`config.mk`:
```
export PLATFORM = sky130hd
export DESIGN_NAME = edist_div_pipe
export DESIGN_NICKNAME = d
export VERILOG_FILES = /design/src/edist_pkg.sv /design/src/edist_div_pipe.sv
export SDC_FILE = /design/constraint.sdc
export NUM_CORES = 2
export LEC_CHECK = 0
export BUFFER_PORTS_ARGS = -buffer_cell sky130_fd_sc_hd__buf_2
export CORE_ASPECT_RATIO = 1.1
export CORE_MARGIN = 3
export CORE_UTILIZATION = 50
export CTS_CLUSTER_SIZE = 8
export DETAILED_ROUTE_END_ITERATION = 10
export PLACE_DENSITY = 0.73
export SKIP_CTS_REPAIR_TIMING = 1
export SYNTH_ARGS = -nofsm -noshare
export SYNTH_HDL_FRONTEND = slang
export SYNTH_SLANG_ARGS = --single-unit
```
`constraint.sdc`:
```
create_clock -name clk -period 79.4 [get_ports clk]
set_input_delay 7.94 -clock clk [delete_from_list [all_inputs] [get_ports clk]]
set_output_delay 7.94 -clock clk [all_outputs]
set_load 0.02 [all_outputs]
```
`src/edist_pkg.sv`:
```
// ----------------------------------------------------------------------------
// Exponential distribution evaluator package
// Shared constants, command and register codes, pipeline payload types.
// ----------------------------------------------------------------------------
package edist_pkg;

  localparam int WORD_BITS  = 32;
  localparam int FRAC_BITS  = 16;
  localparam int REG_BITS   = 31;
  localparam int PROB_BITS  = 16;
  localparam int Q_BITS     = PROB_BITS + 1;
  localparam int CMD_BITS   = 2;
  localparam int IDX_BITS   = 2;

  localparam logic [31:0] LN2_Q32   = 32'd2977044471;
  localparam logic [31:0] LOG2E_Q31 = 32'd3098164010;
  localparam logic [32:0] ONE_Q32   = 33'h1_0000_0000;
  localparam logic [REG_BITS-1:0] ONE_QF = REG_BITS'(1 << FRAC_BITS);
  localparam logic [4:0]  QM_TOP    = 5'(PROB_BITS);

  localparam int SERIES_TERMS    = 20;
  localparam int DIV_STAGES      = 16;
  localparam int DIV_STEP_BITS   = 2;
  localparam int EXP_PREP_STAGES = 4;
  localparam int XDELAY          = DIV_STAGES + 1 - EXP_PREP_STAGES;

  // exponent at or above the limit underflows to zero
  localparam logic [6:0] N_FLUSH = 7'h7f;
  localparam logic [6:0] N_LIMIT = 7'(64 - FRAC_BITS);

  typedef enum logic [CMD_BITS-1:0] {
    CMD_DENSITY    = 2'd0,
    CMD_CUMULATIVE = 2'd1,
    CMD_QUANTILE   = 2'd2
  } cmd_t;

  typedef enum logic [IDX_BITS-1:0] {
    REG_LOWER_BOUND  = 2'd0,
    REG_DECAY_LENGTH = 2'd1,
    REG_DECAY_RATE   = 2'd2
  } reg_idx_t;

  typedef struct packed {
    logic       valid;
    cmd_t       cmd;
    logic       below;
    logic [4:0] m;
    logic [6:0] n;
  } tag_t;

  typedef struct packed {
    tag_t        tag;
    logic [31:0] op;
    logic [32:0] term;
    logic [32:0] sum;
  } ser_t;

endpackage

```
`src/edist_div_pipe.sv`:
```
// ----------------------------------------------------------------------------
// Pipelined restoring divider
// Quotient of (num << 32) / den with num < den, two bits per stage.
// ----------------------------------------------------------------------------
module edist_div_pipe (
  input  logic        clk,
  input  logic        rst_n,
  input  logic        en,
  input  logic [30:0] num_i,
  input  logic [32:0] den_i,
  output logic [31:0] quo_o
);

  logic [32:0] rem_r [edist_pkg::DIV_STAGES];
  logic [32:0] den_r [edist_pkg::DIV_STAGES];
  logic [31:0] quo_r [edist_pkg::DIV_STAGES];

  for (genvar s = 0; s < edist_pkg::DIV_STAGES; s++) begin : g_stage
    logic [32:0] rem_in;
    logic [32:0] den_in;
    logic [31:0] quo_in;
    logic [32:0] rem_nxt;
    logic [31:0] quo_nxt;

    if (s == 0) begin : g_first
      assign rem_in = {2'b00, num_i};
      assign den_in = den_i;
      assign quo_in = '0;
    end else begin : g_next
      assign rem_in = rem_r[s-1];
      assign den_in = den_r[s-1];
      assign quo_in = quo_r[s-1];
    end

    always_comb begin : p_step
      logic [33:0] trial;
      rem_nxt = rem_in;
      quo_nxt = quo_in;
      for (int b = 0; b < edist_pkg::DIV_STEP_BITS; b++) begin
        trial = {rem_nxt, 1'b0};
        if (trial >= {1'b0, den_in}) begin
          rem_nxt = 33'(trial - {1'b0, den_in});
          quo_nxt = {quo_nxt[30:0], 1'b1};
        end else begin
          rem_nxt = trial[32:0];
          quo_nxt = {quo_nxt[30:0], 1'b0};
        end
      end
    end

    always_ff @(posedge clk) begin
      if (!rst_n) begin
        rem_r[s] <= '0;
        den_r[s] <= '0;
        quo_r[s] <= '0;
      end else if (en) begin
        rem_r[s] <= rem_nxt;
        den_r[s] <= den_in;
        quo_r[s] <= quo_nxt;
      end
    end
  end

  assign quo_o = quo_r[edist_pkg::DIV_STAGES-1];

endmodule

```
==> metrics.txt <==
status completed; Avg WL per Cell 21.3 um; Place WS 63940 ps; gpl congestion 0.971; fin worst setup slack 64710 ps; sequential element share of the synthesized area 0.352; RSZ-0062 raised after global routing false; final hold slack 504 ps; I/O pin total 99; leading register cell type out of synthesis edfxtp_1; share of layout cells above drive strength 1 0.0560; CTS HTree Levels 4; Post-synth EDFFs 1262; synthesized area 108000 um^2; worst path required time 79950 ps; fin. max-slew vios 0; Hold Crit Class reg -> reg; first-pass GRT wire length 494000 um; top cell type's share of synthesized area 0.352; synthesized area per cell 8.97 um^2; fmax 68.1 MHz; fillers 19.3k; register area 37900 um^2; # nets final 13.0k; crit path time final 14690 ps; Worst Path Max Fanout 38; Die Wd 449 um; synth top area cells edfxtp_1 35%, ha_1 12%, nor2_1 5.0%, a21oi_1 4.6%, xnor2_1 4.3%; Final Hold Viols 0; GRT Residual Overflow 0; Yosys cell types 102; YS warnings 0; Worst Max-Slew Pin Slew 1360 ps; commonest non-fill, non-tap cells in the layout 1428 x nor2_1, 1262 x edfxtp_1, 1038 x ha_1; Mapped Nets 13.1k; Clock Latency Late Sink 890 ps; CTS Buffer Depth 3; largest area contributor in the netlist edfxtp_1; CP Launch Type input port; Clock transition at path regs 50 ps; largest net degree at the start of global routing 175; TNS Setup 0 ps; crit share post-route 0.185; CORE AREA 214000 um^2; most common cell after layout, fill and taps aside nor2_1; Area Growth Syn to Fin 7.40%; CP Launch Point den_i[3]; Cells after Synth 12.0k; # port buffers 98; register bit total from synthesis 1262; CTS root buf clkbuf_16; Die H 493 um; # setup viols final 0; hpwl dp 245000 um; final std cells w/o fill 14.8k; hold_sp quo_r[1][0]$_SDFFCE_PN0P_; vias in the first global route 88.3k; Core Rows 178; TritonCTS Sinks 1262; initial antenna violation count 12; Detailed Route WL 316000 um; total of max-cap violations 0; gr usage total 0.275; Critical Path AT 15240 ps; Die Area 221000 um^2; slew margin rel. 0.0824; drt initial violations 7858; DR vias 91.3k; r2r startpoint den_r[0][99]$_SDFFCE_PN0P_; CTS tree built; ys async rst share 0; Vias/cell 6.15; Pre-antenna DRT Iters 6; DRC 0; DRT antenna net count 0; clock skew 91.9 ps; critical path capture point type flop; Initial Util 0.503; CTS Buf Count 180; multi-input logic area 65100 um^2; Placed Cells 14.6k; Crit Path Class in -> reg
==> worst max-delay path: stages <==
cell      delay [ps]
buf_2            100
inv_1             80
ha_1             370
nand2_1          130
o21bai_1         190
a21boi_0         350
o211a_1          290
o21a_1           230
a211oi_1         180
a211oi_4         940
buf_4            440
mux2_2           410
ha_1             380
a21o_1           140
a21oi_1           60
o21ai_0          490
a21oi_1          140
o21ai_0          330
nor2_1           170
o211ai_1         310
o31a_1           250
a21o_2           900
mux2i_1          300
nor2_1            60
==> Yosys cell counts (all sizes together) (131+ instances only) <==
library cell and number:
a21o 541, a21oi 999, and3 342, clkbuf 328, edfxtp 1262, ha 1038
inv 796, mux2i 342, nand2 885, nand2b 131, nand3 224, nor2 1428
nor3 189, o21a 136, o21ai 650, o21bai 133, xnor2 523, xor2 293
==> flip-flops by register name (all words and copies together) (netlist names) <==
register,count
den_r,495
rem_r,495
quo_r,272
==> cell type report <==
cell class,instances,area share
Inverter,797,0.0259
Sequential cell,1262,0.328
Antenna cell,6,0.000130
Multi-Input combinational cell,9514,0.563
Tap cell,2880,0.0311
Timing Repair Buffer,167,0.00915
Clock inverter,28,0.00425
Clock buffer,191,0.0393
==> cells by family (layout without fill, tap and decap cells) <==
kind of cell,Yosys count,in the layout,synth area share
other,0,6,0
DFF,1262,1262,0.352
and+or+nand+nor,3791,3791,0.164
AOI/OAI and AO/OA,3382,3382,0.204
adders and majority gates,1054,1054,0.124
xor gates and xnor gates,816,816,0.0663
buffers and inverters,1229,1183,0.0454
muxes,471,471,0.0453
==> worst paths after layout <==
| check | to | slack (ps) | cells past startpoint |
|---|---|---|---|
| max | rem_r[0][15]$_SDFFCE_PN0P_ | 64710 | 24 |
| min reg2reg | quo_r[1][34]$_SDFFCE_PN0P_ | 500 | 1 |
| max reg2reg | rem_r[0][136]$_SDFFCE_PN0P_ | 70950 | 22 |
| min | quo_r[1][34]$_SDFFCE_PN0P_ | 500 | 1 |
==> stage by stage <==
stage / instance area [um^2] / utilization
6_report: 116000 / 0.541
5_1_grt: 116000 / 0.541
4_1_cts: 116000 / 0.541
3_5_place_dp: 111000 / 0.517
3_3_place_gp: 111000 / 0.517
2_1_floorplan: 108000 / -
==> layer usage <==
layer | routed length (um) | part of all wire | track usage
met1 | 138000 | 0.44 | 0.363
met2 | 148000 | 0.47 | 0.459
met3 | 17600 | 0.056 | 0.0376
met4 | 12500 | 0.040 | 0.107
met5 | 70 | 0.00022 | 0
Power is left out: the tool's default activity adds up to more than one toggle a clock period on the data nets, which glitch-free logic cannot reach.
