`config.mk`:
```
export PLATFORM = sky130hd
export DESIGN_NAME = edist_series_step
export DESIGN_NICKNAME = d
export VERILOG_FILES = /design/src/edist_pkg.sv /design/src/edist_series_step.sv
export SDC_FILE = /design/constraint.sdc
export NUM_CORES = 2
export LEC_CHECK = 0
export ABC_AREA = 1
export BUFFER_PORTS_ARGS = -buffer_cell sky130_fd_sc_hd__buf_2
export CELL_PAD_IN_SITES_DETAIL_PLACEMENT = 0
export CELL_PAD_IN_SITES_GLOBAL_PLACEMENT = 1
export CORE_UTILIZATION = 35
export CTS_CLUSTER_DIAMETER = 30
export DETAILED_ROUTE_END_ITERATION = 16
export PLACE_DENSITY = 0.65
export SLEW_MARGIN = 20
export SYNTH_ARGS = -nofsm -noshare
export SYNTH_HDL_FRONTEND = slang
export SYNTH_SLANG_ARGS = --single-unit
```
`constraint.sdc`:
```
create_clock -name clk -period 9.8 [get_ports clk]
set_input_delay 0.49 -clock clk [delete_from_list [all_inputs] [get_ports clk]]
set_output_delay 0.49 -clock clk [all_outputs]
set_load 0.01 [all_outputs]
```
`src/edist_pkg.sv`:
```
// ----------------------------------------------------------------------------
// Exponential distribution evaluator package
// Shared constants, command and register codes, pipeline payload types.
// ----------------------------------------------------------------------------
package edist_pkg;

  localparam int WORD_BITS  = 32;
  localparam int FRAC_BITS  = 16;
  localparam int REG_BITS   = 31;
  localparam int PROB_BITS  = 16;
  localparam int Q_BITS     = PROB_BITS + 1;
  localparam int CMD_BITS   = 2;
  localparam int IDX_BITS   = 2;

  localparam logic [31:0] LN2_Q32   = 32'd2977044471;
  localparam logic [31:0] LOG2E_Q31 = 32'd3098164010;
  localparam logic [32:0] ONE_Q32   = 33'h1_0000_0000;
  localparam logic [REG_BITS-1:0] ONE_QF = REG_BITS'(1 << FRAC_BITS);
  localparam logic [4:0]  QM_TOP    = 5'(PROB_BITS);

  localparam int SERIES_TERMS    = 20;
  localparam int DIV_STAGES      = 16;
  localparam int DIV_STEP_BITS   = 2;
  localparam int EXP_PREP_STAGES = 4;
  localparam int XDELAY          = DIV_STAGES + 1 - EXP_PREP_STAGES;

  // exponent at or above the limit underflows to zero
  localparam logic [6:0] N_FLUSH = 7'h7f;
  localparam logic [6:0] N_LIMIT = 7'(64 - FRAC_BITS);

  typedef enum logic [CMD_BITS-1:0] {
    CMD_DENSITY    = 2'd0,
    CMD_CUMULATIVE = 2'd1,
    CMD_QUANTILE   = 2'd2
  } cmd_t;

  typedef enum logic [IDX_BITS-1:0] {
    REG_LOWER_BOUND  = 2'd0,
    REG_DECAY_LENGTH = 2'd1,
    REG_DECAY_RATE   = 2'd2
  } reg_idx_t;

  typedef struct packed {
    logic       valid;
    cmd_t       cmd;
    logic       below;
    logic [4:0] m;
    logic [6:0] n;
  } tag_t;

  typedef struct packed {
    tag_t        tag;
    logic [31:0] op;
    logic [32:0] term;
    logic [32:0] sum;
  } ser_t;

endpackage

```
`src/edist_series_step.sv`:
```
// ----------------------------------------------------------------------------
// Series step
// One term of the exp or atanh-form log series: multiply, reciprocal
// multiply, remainder correction and accumulate over three stages.
// ----------------------------------------------------------------------------
module edist_series_step #(
  parameter int STEP = 1
) (
  input  logic             clk,
  input  logic             rst_n,
  input  logic             en,
  input  edist_pkg::ser_t  ser_i,
  output edist_pkg::ser_t  ser_o
);

  localparam logic [5:0]  K_EXP    = 6'(STEP);
  localparam logic [5:0]  K_LN     = 6'(2 * STEP + 1);
  localparam logic [32:0] R_EXP    = 33'((64'd1 << 32) / STEP);
  localparam logic [32:0] R_LN     = 33'((64'd1 << 32) / (2 * STEP + 1));
  localparam bit          SUBTRACT = (STEP % 2) == 1;

  edist_pkg::ser_t a_r, a_nxt;
  edist_pkg::ser_t b_r;
  edist_pkg::ser_t c_r, c_nxt;
  logic [31:0]     q0_r, q0_nxt;

  logic [64:0] prod_a;
  logic [64:0] prod_b;
  logic [32:0] recip;
  logic        ln_b;
  logic        ln_c;
  logic [5:0]  k;
  logic [37:0] qk;
  logic [37:0] rem;
  logic [31:0] q;

  assign prod_a = 65'(ser_i.term) * 65'(ser_i.op);

  always_comb begin
    a_nxt      = ser_i;
    a_nxt.term = {1'b0, prod_a[63:32]};
  end

  assign ln_b   = a_r.tag.cmd == edist_pkg::CMD_QUANTILE;
  assign recip  = ln_b ? R_LN : R_EXP;
  assign prod_b = 65'(a_r.term[31:0]) * 65'(recip);
  assign q0_nxt = prod_b[63:32];

  assign ln_c = b_r.tag.cmd == edist_pkg::CMD_QUANTILE;
  assign k    = ln_c ? K_LN : K_EXP;
  assign qk   = 38'(q0_r) * 38'(k);
  assign rem  = 38'(b_r.term[31:0]) - qk;
  assign q    = q0_r + 32'(rem >= 38'(k));

  always_comb begin
    c_nxt = b_r;
    if (ln_c) begin
      c_nxt.sum = b_r.sum + 33'(q);
    end else begin
      c_nxt.term = {1'b0, q};
      c_nxt.sum  = SUBTRACT ? b_r.sum - 33'(q) : b_r.sum + 33'(q);
    end
  end

  always_ff @(posedge clk) begin
    if (!rst_n) begin
      a_r  <= '0;
      b_r  <= '0;
      q0_r <= '0;
      c_r  <= '0;
    end else if (en) begin
      a_r  <= a_nxt;
      b_r  <= a_r;
      q0_r <= q0_nxt;
      c_r  <= c_nxt;
    end
  end

  assign ser_o = c_r;

endmodule

```
==> impl_metrics.ini <==
[detailed_routing]
drc = 0
met1_length_um = 108000
vias = 56400
route.met2.wl_um = 105000
wl_met3_um = 10600
wire_per_inst_um = 19.9
dr.pass1.iters = 7
wirelength_um = 229000
routed_via_density = 4.91
highest_layer = met4
drt-initial-drc-count = 3595
ant_nets = 0

[sta]
setup_ws_ps = 1390
setup_tns_ps = 0
period_needed_ps = 8410
fmax_mhz = 119
worst_pin_slew_ps = 1210
finClkSkew_ps = 41.1
rsz0062_at_grt = false
finalHoldViolations = 0
max_slew_margin_pct = 19.6
fin_crit_sh_pct = 85.8
setup_viol = 0
slew_viol_final = 0

[critical_path]
worstPathArrival_ps = 8980
crit_type = reg2reg
reg2reg_to = q0_r[5]
worstSetupStartpointType = flop
rr_worst_depth = 27
rrSetupSlack_ps = 1390
cp_max_fo = 25
regToRegStartpoint = a_r[112]
crit_path_end = q0_r[5]
cp_data_required_time_ps = 10370
critPathLaunch = a_r[112]
end_kind = flop

[clock_network]
clock_path_buffers = 3
root_buffer = clkbuf_16
cts_made_buffers = 87
clk_latency_ps = 660
htree_levels = 3
cts_tree = yes
post_cts_resized = 0
postCtsSetupBuffers = 0
hold_buffers = 0
clk_pin_slew_worst_paths_ps = 50
cts.sink_count = 371

[finish]
fin_util_pct = 38.6
area_growth_pct = 9.55
final_cell_mix = inv_1 (2087), nand2_1 (1835), fa_1 (1184)
fin_nets = 10800
drive_gt1_share_pct = 5.47
stdcell_count = 11500
final_common_cell = inv_1

[synthesis]
synth-edff-count = 0
synth-async-reset-ratio_pct = 0
ys_seq_area_share_pct = 11.1
synth_cell_types = 52
ys_ff_latch = 371
ys_warn_count = 0
synth_flop_cell = dfxtp_1
syn-cell-area_mm2 = 0.0669
syn_inst = 8920
postSynthAreaPerCell_um2 = 7.50

[run_status]
status = complete, no violations

[grt]
antenna_found_initial = 4
track_usage_pct = 24.1
grt_max_degree = 216
grt_first_pass_wirelength_um = 358000
grt_pass1_vias = 59100
grt.overflow.total = 0

[floorplanning]
rows = 160
dieArea_mm2 = 0.193
io_pins = 231
core_area_mm2 = 0.190
start_util_pct = 35.2
fp.dieH_um = 439
die_x_um = 439

[flow_run]
maxCapViolCount = 0

[place]
post-place-ws_ps = 1500
dp_hpwl_um = 192000
gp_congestion = 1.00
dp_cells = 11300
io_buffers = 229

[worst_hold_path]
hp-class = in2reg
-- metrics by stage --
| stage | hold slack [ps] | area (um2) |
|---|---|---|
| floorplan | 445 | 67000 |
| global placement | 452 | 70300 |
| detailed placement | 454 | 70300 |
| CTS | 2.88 | 73300 |
| global route | 33.8 | 73300 |
| finish | 50.9 | 73300 |
-- cell type report --
type | count | area, um2
Clock buffer | 104 | 2380
Tap cell | 2511 | 3140
Inverter | 2097 | 7880
Clock inverter | 50 | 663
Fill cell | 20100 | 117000
Antenna cell | 4 | 10.0
Multi-Input combinational cell | 6088 | 50300
Timing Repair Buffer | 277 | 1550
Sequential cell | 371 | 7430
-- flip-flops by register name, indices dropped and copies added (netlist names) --
signal and flops:
a_r 113, q0_r 32, ser_o 113, b_r 113
-- cell families after synthesis --
logic type / after synthesis / synth area share (%)
and+or+nand+nor: 3121 / 18.4
buffers and inverters: 2468 / 13.9
adders and majority gates: 1774 / 46.4
AOI/OAI and AO/OA: 1082 / 8.85
DFF: 371 / 11.1
xor gates and xnor gates: 103 / 1.35
other: 1 / 0.00560
-- worst min-delay path by stage --
| stage | from | end | slack (ps) | depth (start not counted) |
|---|---|---|---|---|
| 3_3_place_gp | ser_o[61] | ser_o[61] | 450 | 2 |
| 3_5_place_dp | ser_o[53] | ser_o[53] | 450 | 2 |
| 6_report | ser_i[110] | a_r[110] | 50 | 3 |
| 4_1_cts | ser_i[27] | a_r[27] | 3 | 3 |
| 5_1_grt | ser_i[27] | a_r[27] | 30 | 3 |
| 2_1_floorplan | b_r[112] | ser_o[112] | 450 | 2 |
-- synth_stat cells (2+ instances only) --
| master | number | area share (%) |
|---|---|---|
| a211oi_1 | 5 | 0.056 |
| a21boi_0 | 12 | 0.13 |
| a21o_1 | 52 | 0.58 |
| a21oi_1 | 396 | 3.0 |
| a221oi_1 | 4 | 0.052 |
| a31o_2 | 4 | 0.052 |
| a31oi_1 | 29 | 0.27 |
| and3_1 | 2 | 0.019 |
| buf_1 | 15 | 0.084 |
| buf_2 | 4 | 0.030 |
| clkbuf_1 | 351 | 2.0 |
| dfxtp_1 | 371 | 11 |
| fa_1 | 1184 | 35 |
| ha_1 | 590 | 11 |
| inv_1 | 2089 | 12 |
| inv_2 | 7 | 0.039 |
| nand2_1 | 1835 | 10 |
| nand2_2 | 17 | 0.16 |
| nand2_4 | 3 | 0.050 |
| nand3_1 | 204 | 1.5 |
| nand3_2 | 4 | 0.060 |
| nand3b_1 | 5 | 0.056 |
| nand4_1 | 23 | 0.22 |
| nor2_1 | 959 | 5.4 |
| nor2_2 | 14 | 0.13 |
| nor2_4 | 7 | 0.12 |
| nor3_1 | 34 | 0.25 |
| nor4_1 | 8 | 0.075 |
| o2111ai_1 | 3 | 0.039 |
| o211ai_1 | 33 | 0.37 |
| o21a_1 | 21 | 0.24 |
| o21ai_0 | 469 | 3.5 |
| o21ai_1 | 12 | 0.090 |
| o21ai_2 | 2 | 0.026 |
| o21bai_1 | 32 | 0.36 |
| o221ai_1 | 2 | 0.026 |
| o311ai_0 | 2 | 0.026 |
| xnor2_1 | 36 | 0.47 |
| xor2_1 | 67 | 0.88 |
-- critical path, stage by stage (launching register included) --
cell and delay [ps]:
dfxtp_1 290, inv_1 90, nor2_2 80, inv_1 630
nor2_1 160, ha_1 410, fa_1 540, fa_1 550
fa_1 820, inv_1 160, fa_1 500, inv_1 50
fa_1 540, inv_1 50, fa_1 490, inv_1 60
fa_1 460, ha_1 320, nand2_1 130, nor2_1 120
inv_1 110, nor2_1 200, nand3_1 170, a21boi_0 590
nor2_1 130, xnor2_1 450, o21ai_0 140, inv_1 80
-- metal layers --
| layer | global-route usage, % | vias up |
|---|---|---|
| li1 | - | 26600 |
| met1 | 34.2 | 28200 |
| met2 | 39.4 | 1420 |
| met3 | 2.24 | 235 |
| met4 | 5.18 | 0 |
| met5 | 0 | - |
Power is left out: the tool's default activity adds up to more than one toggle a clock period on the data nets, which glitch-free logic cannot reach.
